## config.mk

```make
export PLATFORM = sky130hd
export DESIGN_NAME = rss_ctrl
export DESIGN_NICKNAME = d
export VERILOG_FILES = /design/src/design/rss_pkg.sv /design/src/design/rss_ctrl.sv
export SDC_FILE = /design/constraint.sdc
export NUM_CORES = 1
export LEC_CHECK = 0
export BUFFER_PORTS_ARGS = -buffer_cell sky130_fd_sc_hd__buf_2
export CAP_MARGIN = 25
export CORE_ASPECT_RATIO = 0.75
export CORE_MARGIN = 5
export CORE_UTILIZATION = 50
export CTS_CLUSTER_DIAMETER = 150
export DETAILED_ROUTE_END_ITERATION = 6
export PLACE_DENSITY = 0.81
export SLEW_MARGIN = 10
export SYNTH_ARGS = -nofsm -noshare
export SYNTH_HDL_FRONTEND = slang
export SYNTH_SLANG_ARGS = --single-unit
```

## constraint.sdc

```tcl
create_clock -name clk -period 2.3 [get_ports clk]
set_input_delay 0.115 -clock clk [delete_from_list [all_inputs] [get_ports clk]]
set_output_delay 0.115 -clock clk [all_outputs]
set_load 0.005 [all_outputs]
```

## src/design/rss_pkg.sv

```systemverilog
`timescale 1ns / 1ps
`default_nettype none
// ----------------------------------------------------------------------------
// rss_pkg
// Shared constants, operation codes and controller/datapath types for the
// Reynolds stress source block.
// ----------------------------------------------------------------------------
package rss_pkg;

  localparam int FRAC_BITS_DEF  = 16;
  localparam int DATA_WIDTH_DEF = 32;
  localparam int IN_W           = 32;
  localparam int AREA_W         = 31;
  localparam int RHO_W          = 31;
  localparam int ACC_W          = 64;

  localparam logic [RHO_W-1:0] RHO_RESET = 31'd65536;

  localparam int OP_W = 4;
  localparam logic [OP_W-1:0] OP_RHO_U  = 4'd0;
  localparam logic [OP_W-1:0] OP_RHO_V  = 4'd1;
  localparam logic [OP_W-1:0] OP_RUU    = 4'd2;
  localparam logic [OP_W-1:0] OP_RVV    = 4'd3;
  localparam logic [OP_W-1:0] OP_RUV    = 4'd4;
  localparam logic [OP_W-1:0] OP_F_XUU  = 4'd5;
  localparam logic [OP_W-1:0] OP_F_YVV  = 4'd6;
  localparam logic [OP_W-1:0] OP_F_XUV  = 4'd7;
  localparam logic [OP_W-1:0] OP_F_YUV  = 4'd8;
  localparam logic [OP_W-1:0] OP_A_XXX  = 4'd9;
  localparam logic [OP_W-1:0] OP_A_YYY  = 4'd10;
  localparam logic [OP_W-1:0] OP_A_XXY  = 4'd11;
  localparam logic [OP_W-1:0] OP_A_YXY  = 4'd12;
  localparam logic [OP_W-1:0] OP_LAST   = OP_A_YXY;

  typedef struct packed {
    logic            load;
    logic            issue;
    logic            wb;
    logic [OP_W-1:0] op;
    logic            div_ld;
    logic            div_step;
    logic            div_fin;
    logic            axis;
    logic            out_load;
  } rss_cmd_t;

  typedef struct packed {
    logic last;
    logic out_free;
  } rss_sts_t;

endpackage
`default_nettype wire

```

## src/design/rss_ctrl.sv

```systemverilog
`timescale 1ns / 1ps
`default_nettype none
// ----------------------------------------------------------------------------
// rss_ctrl
// Sequencer that steps the shared multiplier through the per-node products
// and runs the bit-serial divider twice on the last node of a cell.
// ----------------------------------------------------------------------------
module rss_ctrl
  import rss_pkg::*;
#(
  parameter int FRAC_BITS = FRAC_BITS_DEF
) (
  input  wire logic     clk,
  input  wire logic     rst,
  input  wire logic     in_valid,
  output logic          in_ready,
  input  wire rss_sts_t sts,
  output rss_cmd_t      cmd
);

  localparam int NW    = ACC_W + FRAC_BITS;
  localparam int CNT_W = $clog2(NW);

  localparam logic [2:0] S_IDLE = 3'd0;
  localparam logic [2:0] S_MUL  = 3'd1;
  localparam logic [2:0] S_WB   = 3'd2;
  localparam logic [2:0] S_DLD  = 3'd3;
  localparam logic [2:0] S_DRUN = 3'd4;
  localparam logic [2:0] S_DFIN = 3'd5;
  localparam logic [2:0] S_OUT  = 3'd6;

  logic [2:0]       state, state_next;
  logic [OP_W-1:0]  op, op_next;
  logic             axis, axis_next;
  logic [CNT_W-1:0] cnt, cnt_next;

  always_ff @(posedge clk) begin
    if (rst) begin
      state <= S_IDLE;
      op    <= OP_RHO_U;
      axis  <= 1'b0;
      cnt   <= '0;
    end else begin
      state <= state_next;
      op    <= op_next;
      axis  <= axis_next;
      cnt   <= cnt_next;
    end
  end

  always_comb begin
    state_next = state;
    op_next    = op;
    axis_next  = axis;
    cnt_next   = cnt;
    in_ready   = 1'b0;
    cmd        = '0;
    cmd.op     = op;
    cmd.axis   = axis;
    unique case (state)
      S_IDLE: begin
        in_ready = 1'b1;
        if (in_valid) begin
          cmd.load   = 1'b1;
          op_next    = OP_RHO_U;
          state_next = S_MUL;
        end
      end
      S_MUL: begin
        cmd.issue  = 1'b1;
        state_next = S_WB;
      end
      S_WB: begin
        cmd.wb = 1'b1;
        if (op == OP_LAST) begin
          axis_next  = 1'b0;
          state_next = sts.last ? S_DLD : S_IDLE;
        end else begin
          op_next    = op + 1'b1;
          state_next = S_MUL;
        end
      end
      S_DLD: begin
        cmd.div_ld = 1'b1;
        cnt_next   = '0;
        state_next = S_DRUN;
      end
      S_DRUN: begin
        cmd.div_step = 1'b1;
        cnt_next     = cnt + 1'b1;
        if (cnt == CNT_W'(NW - 1)) begin
          state_next = S_DFIN;
        end
      end
      S_DFIN: begin
        cmd.div_fin = 1'b1;
        if (!axis) begin
          axis_next  = 1'b1;
          state_next = S_DLD;
        end else begin
          state_next = S_OUT;
        end
      end
      S_OUT: begin
        if (sts.out_free) begin
          cmd.out_load = 1'b1;
          state_next   = S_IDLE;
        end
      end
      default: begin
        state_next = S_IDLE;
      end
    endcase
  end

endmodule
`default_nettype wire

```

==> results of run 1 <==
## power groups by stage
stage                     Sequential (mW)  Combinational, mW  Clock (mW)
after detailed placement            0.289             0.0791           0
after global routing                0.285             0.0909       0.170
final                               0.284             0.0795       0.156
after CTS                           0.283             0.0793       0.161
after global placement              0.288             0.0767           0
after floorplan                     0.277             0.0649           0
## state kept, by name, indices dropped and copies added, names as in the netlist
register and flops:
op 4, state 3, cnt 7, axis 1
## routing by layer
metal | share of wire | vias to the layer above | GRT usage
met3 | 0.075 | 4 | 0.0560
met5 | 0 | - | 0
met2 | 0.44 | 31 | 0.236
li1 | - | 421 | -
met1 | 0.47 | 392 | 0.200
met4 | 0.015 | 0 | 0.0463
## logic make-up (layout without fill, tap and decap cells)
logic type      Yosys count  in the layout  synth area share
flops                    15             15             0.342
compound gates           25             25             0.177
simple gates             44             44             0.302
fa+ha+maj                 3              3            0.0427
buf+inv                  16             30            0.0883
mux                       4              4            0.0484
## tightest hold or removal path, cell delays in order
cell	delay (ns)
buf_2	0.11
nand3_1	0.06
a21oi_1	0.06
## layout by cell type (no fill, tap or decap), types with 2 or more instances in the layout
cell	Yosys	layout
a211oi_1	2	2
a21oi_1	12	12
a311oi_1	3	3
and3_1	6	6
and4_1	2	2
buf_2	2	17
clkbuf_4	0	3
dfxtp_1	15	15
ha_1	3	3
inv_1	8	8
mux2_1	2	2
mux2i_1	2	2
nand2_1	2	2
nand2b_1	4	4
nand3_1	9	9
nand3b_1	3	3
nand4_1	2	2
nor2_1	6	6
nor2b_1	2	2
nor4_1	2	2
o21ai_0	3	3
o31ai_1	3	3
## how the worst min path moves through the flow
stage	from	endpoint	slack (ns)
after floorplan	sts[1]	state[1]	0.27
after global placement	sts[1]	state[1]	0.40
after detailed placement	sts[1]	state[1]	0.40
after CTS	sts[1]	state[1]	0.09
after global routing	sts[1]	state[1]	0.11
final	sts[1]	state[1]	0.1
## layout make-up
class,count,area (um2),area share
clock buffers,4,26.3,0.0270
inverters,9,33.8,0.0347
multi-input cells,76,500,0.514
flip-flops and latches,15,300,0.308
well taps,22,27.5,0.0283
repair buffers,17,85.1,0.0874
## through the flow
step	cell area [um2]	setup slack, ns	std cells
after floorplan	878	0.840	107
after global placement	947	0.645	139
after detailed placement	947	0.585	139
after CTS	973	0.516	143
after global routing	973	0.434	143
final	973	0.520	143
==> results.py, run 1 <==
metrics = {
    "sta": {
        "relSlewSlack": 0.719,
        "setup_viol": 0,
        "clock.fmax_ghz": 0.562,
        "timing.hold.ws_ns": 0.0951,
        "rsz0062_at_grt": "no",
        "skew_ns": 0.00509,
        "fin_crit_sh": 0.774,
        "fin_crit_ns": 1.78,
        "fin_setup_tns_ns": 0,
        "drv_slew": 0,
        "finalHoldViolCount": 0,
        "tightest_slew_ns": 0.420,
    },
    "worst_setup_path": {
        "r2r-start": "state[2]",
        "endpoint_kind": "primary output",
        "path_class": "reg2out",
        "cp_slowest_stage_delay_ns": 0.78,
        "startpoint": "state[0]",
        "crit_required_ns": 2.18,
        "reg2regPathDepth": 4,
        "cp_num_buf_inv": 2,
        "reg2reg_setup_slack_ns": 0.55,
        "endpoint": "cmd[11]",
        "cp_top_family": "simple AND/OR/NAND/NOR gates",
        "worstPathArrival_ns": 1.67,
        "cp_num_cells": 3,
        "critPathSlowestCell": "or4b_2",
        "cp_cell_sequence": "or4b_2 -> inv_1 -> buf_2",
        "r2r_end": "cnt[6]",
        "worst_setup_path_start_kind": "register",
        "cp_max_fo": 11,
    },
    "die": {
        "die_area_mm2": 0.00270,
        "initial_core_util": 0.514,
        "fp.dieH_um": 46.3,
        "top_level_ports": 18,
        "rows": 13,
        "die_x_um": 58.4,
        "core_region_area_mm2": 0.00171,
    },
    "global_routing": {
        "grt-ovfl-total": 0,
        "grt_pass1_wl_um": 3150,
        "antenna_found_initial": 0,
        "track_usage": 0.153,
        "grt_max_degree": 16,
        "grt_pass1_vias": 743,
    },
    "cts": {
        "clock-sinks": 15,
        "cts_hold_buf": 0,
        "clock_path_buffers": 2,
        "clk_pin_slew_worst_paths_ns": 0.09,
        "cts_buffers": 3,
        "worstSkewPairLatency_ns": 0.29,
        "cts_tree": "built",
        "h-tree-depth": 1,
        "ctsResizeCount": 0,
        "post-cts-setup-buffers": 0,
        "cts-root-buf": "clkbuf_4",
    },
    "logic_synthesis": {
        "synth_cells": 107,
        "synth_top_cell_by_area": "dfxtp_1",
        "ys_seq_area_frac": 0.342,
        "synth_edf_count": 0,
        "synth_ff_type": "dfxtp_1",
        "synth_cell_types": 33,
        "synthesis.area_um2": 878,
        "synth.avg_cell_area_um2": 8.21,
        "synth_commonest_cells": "dfxtp_1, a21oi_1, nand3_1",
        "synth_top_area_share": 0.342,
        "synth_warnings": 0,
        "yosysMostFrequentCell": "dfxtp_1",
        "synthTopCellsByArea": "dfxtp_1, a21oi_1, nand3_1",
        "synth_seq_cells": 15,
        "ys_async_sr_fraction": 0,
        "synth.net_count": 115,
    },
    "power_and_ir_drop": {
        "p_sw_uw": 151,
        "internal_power_uw": 368,
        "power_density_mw_per_mm2": 533,
        "p_leak_nw": 0.433,
        "pwr-share-clk": 0.300,
        "power.total_uw": 519,
        "ir_drop_mv": 0.515,
        "p_sw_frac": 0.291,
        "p_seq_frac": 0.546,
        "p_comb_frac": 0.153,
    },
    "drt": {
        "via_per_inst": 5.93,
        "ant_nets": 0,
        "totalWireLength_um": 1980,
        "drt-wirelength-per-cell_um": 13.8,
        "firstDrtPassIters": 4,
        "drc": 0,
        "first_iter_violations": 27,
        "vias": 848,
    },
    "placed_design": {
        "dp_hpwl_um": 1470,
        "gp_congestion": 0.789,
        "io_buffers": 17,
    },
    "outcome": {
        "outcome": "finished, final reports clean",
    },
    "final_layout": {
        "final_nets": 130,
        "num-fill-cells": 176,
        "synthToLayoutAreaGrowth_pct": 10.8,
        "final_util": 0.570,
        "num_antenna_cells": 0,
        "layout-drive-gt1-share": 0.198,
    },
    "worst_hold_path": {
        "worst_hold_path.num_cells": 3,
        "hold_path.class": "in2reg",
    },
    "run": {
        "max-cap-violations": 0,
    },
}
No activity file was read; power rests on OpenSTA's default activity.
==> run 2: changes to the inputs <==
--- a/config.mk
+++ b/config.mk
@@ -5,6 +5,7 @@
 export SDC_FILE = /design/constraint.sdc
 export NUM_CORES = 1
 export LEC_CHECK = 0
+export ABC_AREA = 1
 export BUFFER_PORTS_ARGS = -buffer_cell sky130_fd_sc_hd__buf_2
 export CAP_MARGIN = 25
 export CORE_ASPECT_RATIO = 0.75
==> constraint.sdc (replaced) <==
create_clock -name clk -period 1.7 [get_ports clk]
set_input_delay 0.085 -clock clk [delete_from_list [all_inputs] [get_ports clk]]
set_output_delay 0.085 -clock clk [all_outputs]
set_load 0.005 [all_outputs]
==> results.py, run 2 <==
metrics = {
    "outcome": {
        "outcome": "finished, final reports clean",
    },
    "logic_synthesis": {
        "synthesis.area_um2": 906,
        "synth_simple_gate_area_frac": 0.401,
        "synth_ff_type": "dfxtp_1",
        "synth_top_cell_by_area": "dfxtp_1",
        "yosysMostFrequentCell": "nand2_1",
        "synth.net_count": 146,
        "synth_seq_cells": 15,
        "synth_warnings": 0,
        "synth_compound_area_frac": 0.105,
        "synth.area.mux_share": 0,
        "synth_cell_types": 20,
        "synth_commonest_cells": "nand2_1, nor2_1, inv_1",
        "ys_async_sr_fraction": 0,
        "synth_cells": 138,
        "synthAdderAreaFrac": 0.0414,
        "synthTopCellsByArea": "dfxtp_1, nand2_1, nor2_1",
        "ys_seq_area_frac": 0.331,
        "synth_top_area_share": 0.331,
        "synth_top_family_by_area": "simple AND/OR/NAND/NOR gates",
        "synth_edf_count": 0,
        "synth.avg_cell_area_um2": 6.56,
        "synth_xor_area_frac": 0.00967,
    },
    "sta": {
        "tightest_slew_ns": 0.255,
        "relSlewSlack": 0.830,
        "worst_slack_ns": 0.321,
        "clock.fmax_ghz": 0.725,
        "drv_slew": 0,
        "finalHoldViolCount": 0,
        "skew_ns": 0.00722,
        "fin_setup_tns_ns": 0,
        "fin_crit_ns": 1.38,
        "setup_viol": 0,
        "fin_crit_sh": 0.811,
        "rsz0062_at_grt": "no",
    },
    "worst_setup_path": {
        "cp_max_fo": 6,
        "cp_common_cell": "inv_1",
        "cp_num_buf_inv": 2,
        "cp_top_family": "flip-flops",
        "crit_required_ns": 1.88,
        "worst_setup_path_start_kind": "register",
        "cp_slowest_stage_delay_ns": 0.41,
        "cp_cell_sequence": "inv_1 -> ha_1 -> nand3_1 -> inv_1 -> nand2_2 -> nand3_2 -> a21oi_1 -> nor2_1",
        "cp_num_cells": 8,
        "endpoint_kind": "register",
        "critPathSlowestCell": "dfxtp_1",
        "reg2regPathDepth": 8,
        "path_class": "reg2reg",
        "worstPathArrival_ns": 1.56,
    },
    "die": {
        "top_level_ports": 18,
        "die_area_mm2": 0.00277,
        "core_region_area_mm2": 0.00172,
        "fp.dieH_um": 46.9,
        "die_x_um": 59.2,
        "initial_core_util": 0.525,
        "rows": 13,
    },
    "final_layout": {
        "num_antenna_cells": 0,
        "final_cell_mix": "nand2_1, nor2_1, buf_2, inv_1, dfxtp_1",
        "top_register": "cnt",
        "layout-drive-gt1-share": 0.224,
        "top_regs": "cnt (7), op (4), state (3)",
        "final_common_cell": "nand2_1",
        "final_cells": 178,
        "synthToLayoutAreaGrowth_pct": 12.8,
        "final_nets": 165,
        "largest_register_ffs": 7,
        "design_area_mm2": 0.00102,
    },
    "placed_design": {
        "dp_hpwl_um": 1570,
        "dpl_worst_slack_ns": 0.364,
        "io_buffers": 17,
        "gp_congestion": 0.848,
        "dp.cells": 174,
        "placed_area_um2": 996,
    },
    "drt": {
        "totalWireLength_um": 1980,
        "ant_nets": 0,
        "vias": 899,
        "drt-wirelength-per-cell_um": 11.1,
        "first_iter_violations": 28,
        "via_per_inst": 5.05,
        "drc": 0,
        "firstDrtPassIters": 4,
    },
    "worst_hold_path": {
        "hold_path.class": "in2reg",
        "worst_hold_path.num_cells": 2,
    },
    "cts": {
        "cts_tree": "built",
        "cts_buffers": 3,
        "clk_pin_slew_worst_paths_ns": 0.09,
        "clock-sinks": 15,
        "ctsResizeCount": 0,
        "cts_hold_buf": 0,
        "clock_path_buffers": 2,
        "h-tree-depth": 1,
        "post-cts-setup-buffers": 0,
        "cts-root-buf": "clkbuf_4",
        "worstSkewPairLatency_ns": 0.29,
    },
    "power_and_ir_drop": {
        "power.total_uw": 822,
        "power_density_mw_per_mm2": 804,
        "ir_drop_mv": 0.553,
        "p_leak_nw": 0.495,
    },
    "global_routing": {
        "antenna_found_initial": 0,
        "grt_pass1_vias": 799,
        "track_usage": 0.175,
        "grt_max_degree": 9,
        "grt_pass1_wl_um": 3550,
        "grt-ovfl-total": 0,
    },
    "run": {
        "max-cap-violations": 0,
    },
}
## run 2: changes by cell type after synthesis, moves of 4 or more
cell / previous run / this run
nand2_1: 2 / 36
and3_1: 6 / 0
nand2b_1: 4 / 0
nor2_4: 0 / 4
nor2_1: 6 / 17
inv_1: 8 / 16
## run 2: cells by family (layout without fill, tap and decap cells)
group,Yosys count,after routing
AND/OR/NAND/NOR,77,77
buffers and inverters,23,41
AO/OA/AOI/OAI,19,19
flip-flops,15,15
adder cells (fa/ha/maj),3,3
XOR/XNOR,1,1
## run 2: layout make-up
type	instances	area (um2)
fillers	172	702
repair buffers	18	92.6
well taps	22	27.5
multi-input cells	100	504
flip-flops and latches	15	300
clock buffers	4	26.3
inverters	19	71.3
## run 2: per-stage QoR
step | hold WS, ns | utilization
final | 0.0714 | 0.593
after floorplan | 0.266 | -
after global routing | 0.0591 | 0.593
after global placement | 0.379 | 0.578
after detailed placement | 0.380 | 0.578
after CTS | 0.0630 | 0.593
## run 2: report_power, final
group          switching [mW]  internal (mW)  leakage [nW]
clock                   0.117         0.0912        0.0150
sequential             0.0291          0.371         0.122
combinational           0.132         0.0830         0.359
## run 2: worst reg2reg max path, stage by stage, from the launching register on
cell and delay, ns:
dfxtp_1 0.41, inv_1 0.09, ha_1 0.19, nand3_1 0.12, inv_1 0.07, nand2_2 0.08
nand3_2 0.08, a21oi_1 0.17, nor2_1 0.07
## run 2: metal layers
metal  up-vias  wire (um)  track usage
met5         -          0            0
met4         0         10       0.0588
met3         2        102       0.0604
met2        19        873        0.282
met1       403        994        0.222
li1        475          -            -
## run 2: path summary, 6_finish.rpt
kind	startpoint	end	slack [ns]
worst max-delay path	op[0]	op[0]	0.32
worst min-delay path	rst	state[0]	0.07
worst max register to register	op[0]	op[0]	0.32
worst min register to register	cnt[0]	cnt[0]	0.48
==> run 3: changes to the inputs <==
==> constraint.sdc (replaced) <==
create_clock -name clk -period 1.35 [get_ports clk]
set_input_delay 0.0675 -clock clk [delete_from_list [all_inputs] [get_ports clk]]
set_output_delay 0.0675 -clock clk [all_outputs]
set_load 0.005 [all_outputs]
==> results.py, run 3 (same netlist as run 2, synthesis figures left out) <==
metrics = {
    "outcome": {
        "outcome": "finished, final reports clean",
    },
    "worst_hold_path": {
        "min_from": "rst",
        "hold_path.class": "in2reg",
        "worst_hold_path.num_cells": 2,
        "hold_end": "state[0]",
    },
    "placed_design": {
        "io_buffers": 17,
        "dp.cells": 178,
        "gp_congestion": 0.922,
        "dp_hpwl_um": 1670,
    },
    "worst_setup_path": {
        "cp_max_fo": 4,
        "cp_top_family": "buffers and inverters",
        "endpoint_kind": "primary output",
        "worst_setup_path_start_kind": "register",
        "worstPathArrival_ns": 1.22,
        "path_class": "reg2out",
        "critPathSlowestCell": "dfxtp_2",
        "r2r_end": "op[0]",
        "cp_slowest_stage_delay_ns": 0.36,
        "cp_cell_sequence": "inv_2 -> nand3_1 -> buf_4 -> inv_1 -> buf_2",
        "crit_required_ns": 1.28,
        "cp_num_buf_inv": 4,
        "reg2regPathDepth": 7,
        "reg2reg_setup_slack_ns": 0.09,
        "r2r-start": "op[0]",
    },
    "die": {
        "top_level_ports": 18,
        "initial_core_util": 0.525,
        "core_region_area_mm2": 0.00172,
        "fp.dieH_um": 46.9,
        "die_x_um": 59.2,
        "rows": 13,
        "die_area_mm2": 0.00277,
    },
    "sta": {
        "skew_ns": 0.00524,
        "fin_crit_sh": 0.956,
        "setup_viol": 0,
        "fin_setup_tns_ns": 0,
        "relSlewSlack": 0.835,
        "finalHoldViolCount": 0,
        "fin_crit_ns": 1.29,
        "drv_slew": 0,
        "tightest_slew_ns": 0.248,
        "clock.fmax_ghz": 0.775,
    },
    "global_routing": {
        "track_usage": 0.185,
        "antenna_found_initial": 0,
        "grt_max_degree": 9,
        "grt_pass1_vias": 874,
        "grt_pass1_wl_um": 3720,
        "grt-ovfl-total": 0,
    },
    "cts": {
        "cts_tree": "built",
        "clk_pin_slew_worst_paths_ns": 0.09,
        "cts-root-buf": "clkbuf_4",
        "clock-sinks": 15,
        "clock_path_buffers": 2,
        "cts_buffers": 3,
        "h-tree-depth": 1,
        "worstSkewPairLatency_ns": 0.29,
        "post-cts-setup-buffers": 0,
    },
    "drt": {
        "vias": 927,
        "drc": 0,
        "ant_nets": 0,
        "totalWireLength_um": 2160,
        "firstDrtPassIters": 4,
        "first_iter_violations": 41,
        "drt-wirelength-per-cell_um": 11.9,
        "via_per_inst": 5.09,
    },
    "final_layout": {
        "num-fill-cells": 172,
        "final_nets": 169,
        "final_common_cell": "nand2_1",
        "final_cells": 182,
        "final_util": 0.623,
        "ff_latch_area_um2": 307,
        "num_antenna_cells": 0,
        "top_regs": "cnt (7), op (4), state (3)",
        "synthToLayoutAreaGrowth_pct": 18.5,
        "largest_register_ffs": 7,
        "top_register": "cnt",
        "layout-drive-gt1-share": 0.300,
        "multi_input_area_um2": 519,
        "final_cell_mix": "nand2_1, buf_2, inv_1, nor2_1, a21oi_1",
    },
    "power_and_ir_drop": {
        "power.total_mw": 1.07,
        "ir_drop_mv": 0.689,
        "p_leak_nw": 0.514,
        "power_density_mw_per_mm2": 1000,
    },
    "run": {
        "max-cap-violations": 0,
    },
}
## run 3: cell types whose count changed in the layout (fill, tap and decap cells not counted), sizes merged
cell  before  now
buf       18   22
## run 3: timing repair
item	4_1_cts	5_1_grt
resized for setup	0	10
hold buffers	0	0
endpoints found under the setup margin	0	11
## run 3: worst max-delay path by stage
stage,start,endpoint,cells past startpoint
5_1_grt,op[0],op[0],7
6_report,state[2],cmd[4],5
4_1_cts,state[2],cmd[4],5
3_5_place_dp,op[0],state[0],7
2_1_floorplan,op[0],op[0],8
3_3_place_gp,op[0],op[0],8
## run 3: through the flow
stage / instance area (um2) / hold WS, ns / setup WS [ns]
3_3_place_gp: 1030 / 0.354 / 0.137
6_report: 1070 / 0.0416 / 0.0599
5_1_grt: 1070 / 0.0312 / -0.0295
3_5_place_dp: 1030 / 0.355 / 0.0729
2_1_floorplan: 906 / 0.231 / 0.125
4_1_cts: 1050 / 0.0393 / 0.0219
## run 3: per-layer routing
layer	wire length (um)	global-route usage	vias to the layer above
met2	1030	0.317	20
met1	948	0.210	425
met4	42	0.0860	0
met5	0	0	-
li1	-	-	476
met3	136	0.0659	6
## run 3: power by group
part,internal (mW),total [mW],switching [mW]
sequential,0.469,0.496,0.0269
combinational,0.122,0.309,0.187
clock,0.115,0.269,0.154
## run 3: area by class of cell
type | count | share of cell area
clock buffers | 4 | 0.0245
inverters | 19 | 0.0664
multi-input cells | 100 | 0.484
flip-flops and latches | 15 | 0.286
well taps | 22 | 0.0256
repair buffers | 22 | 0.114
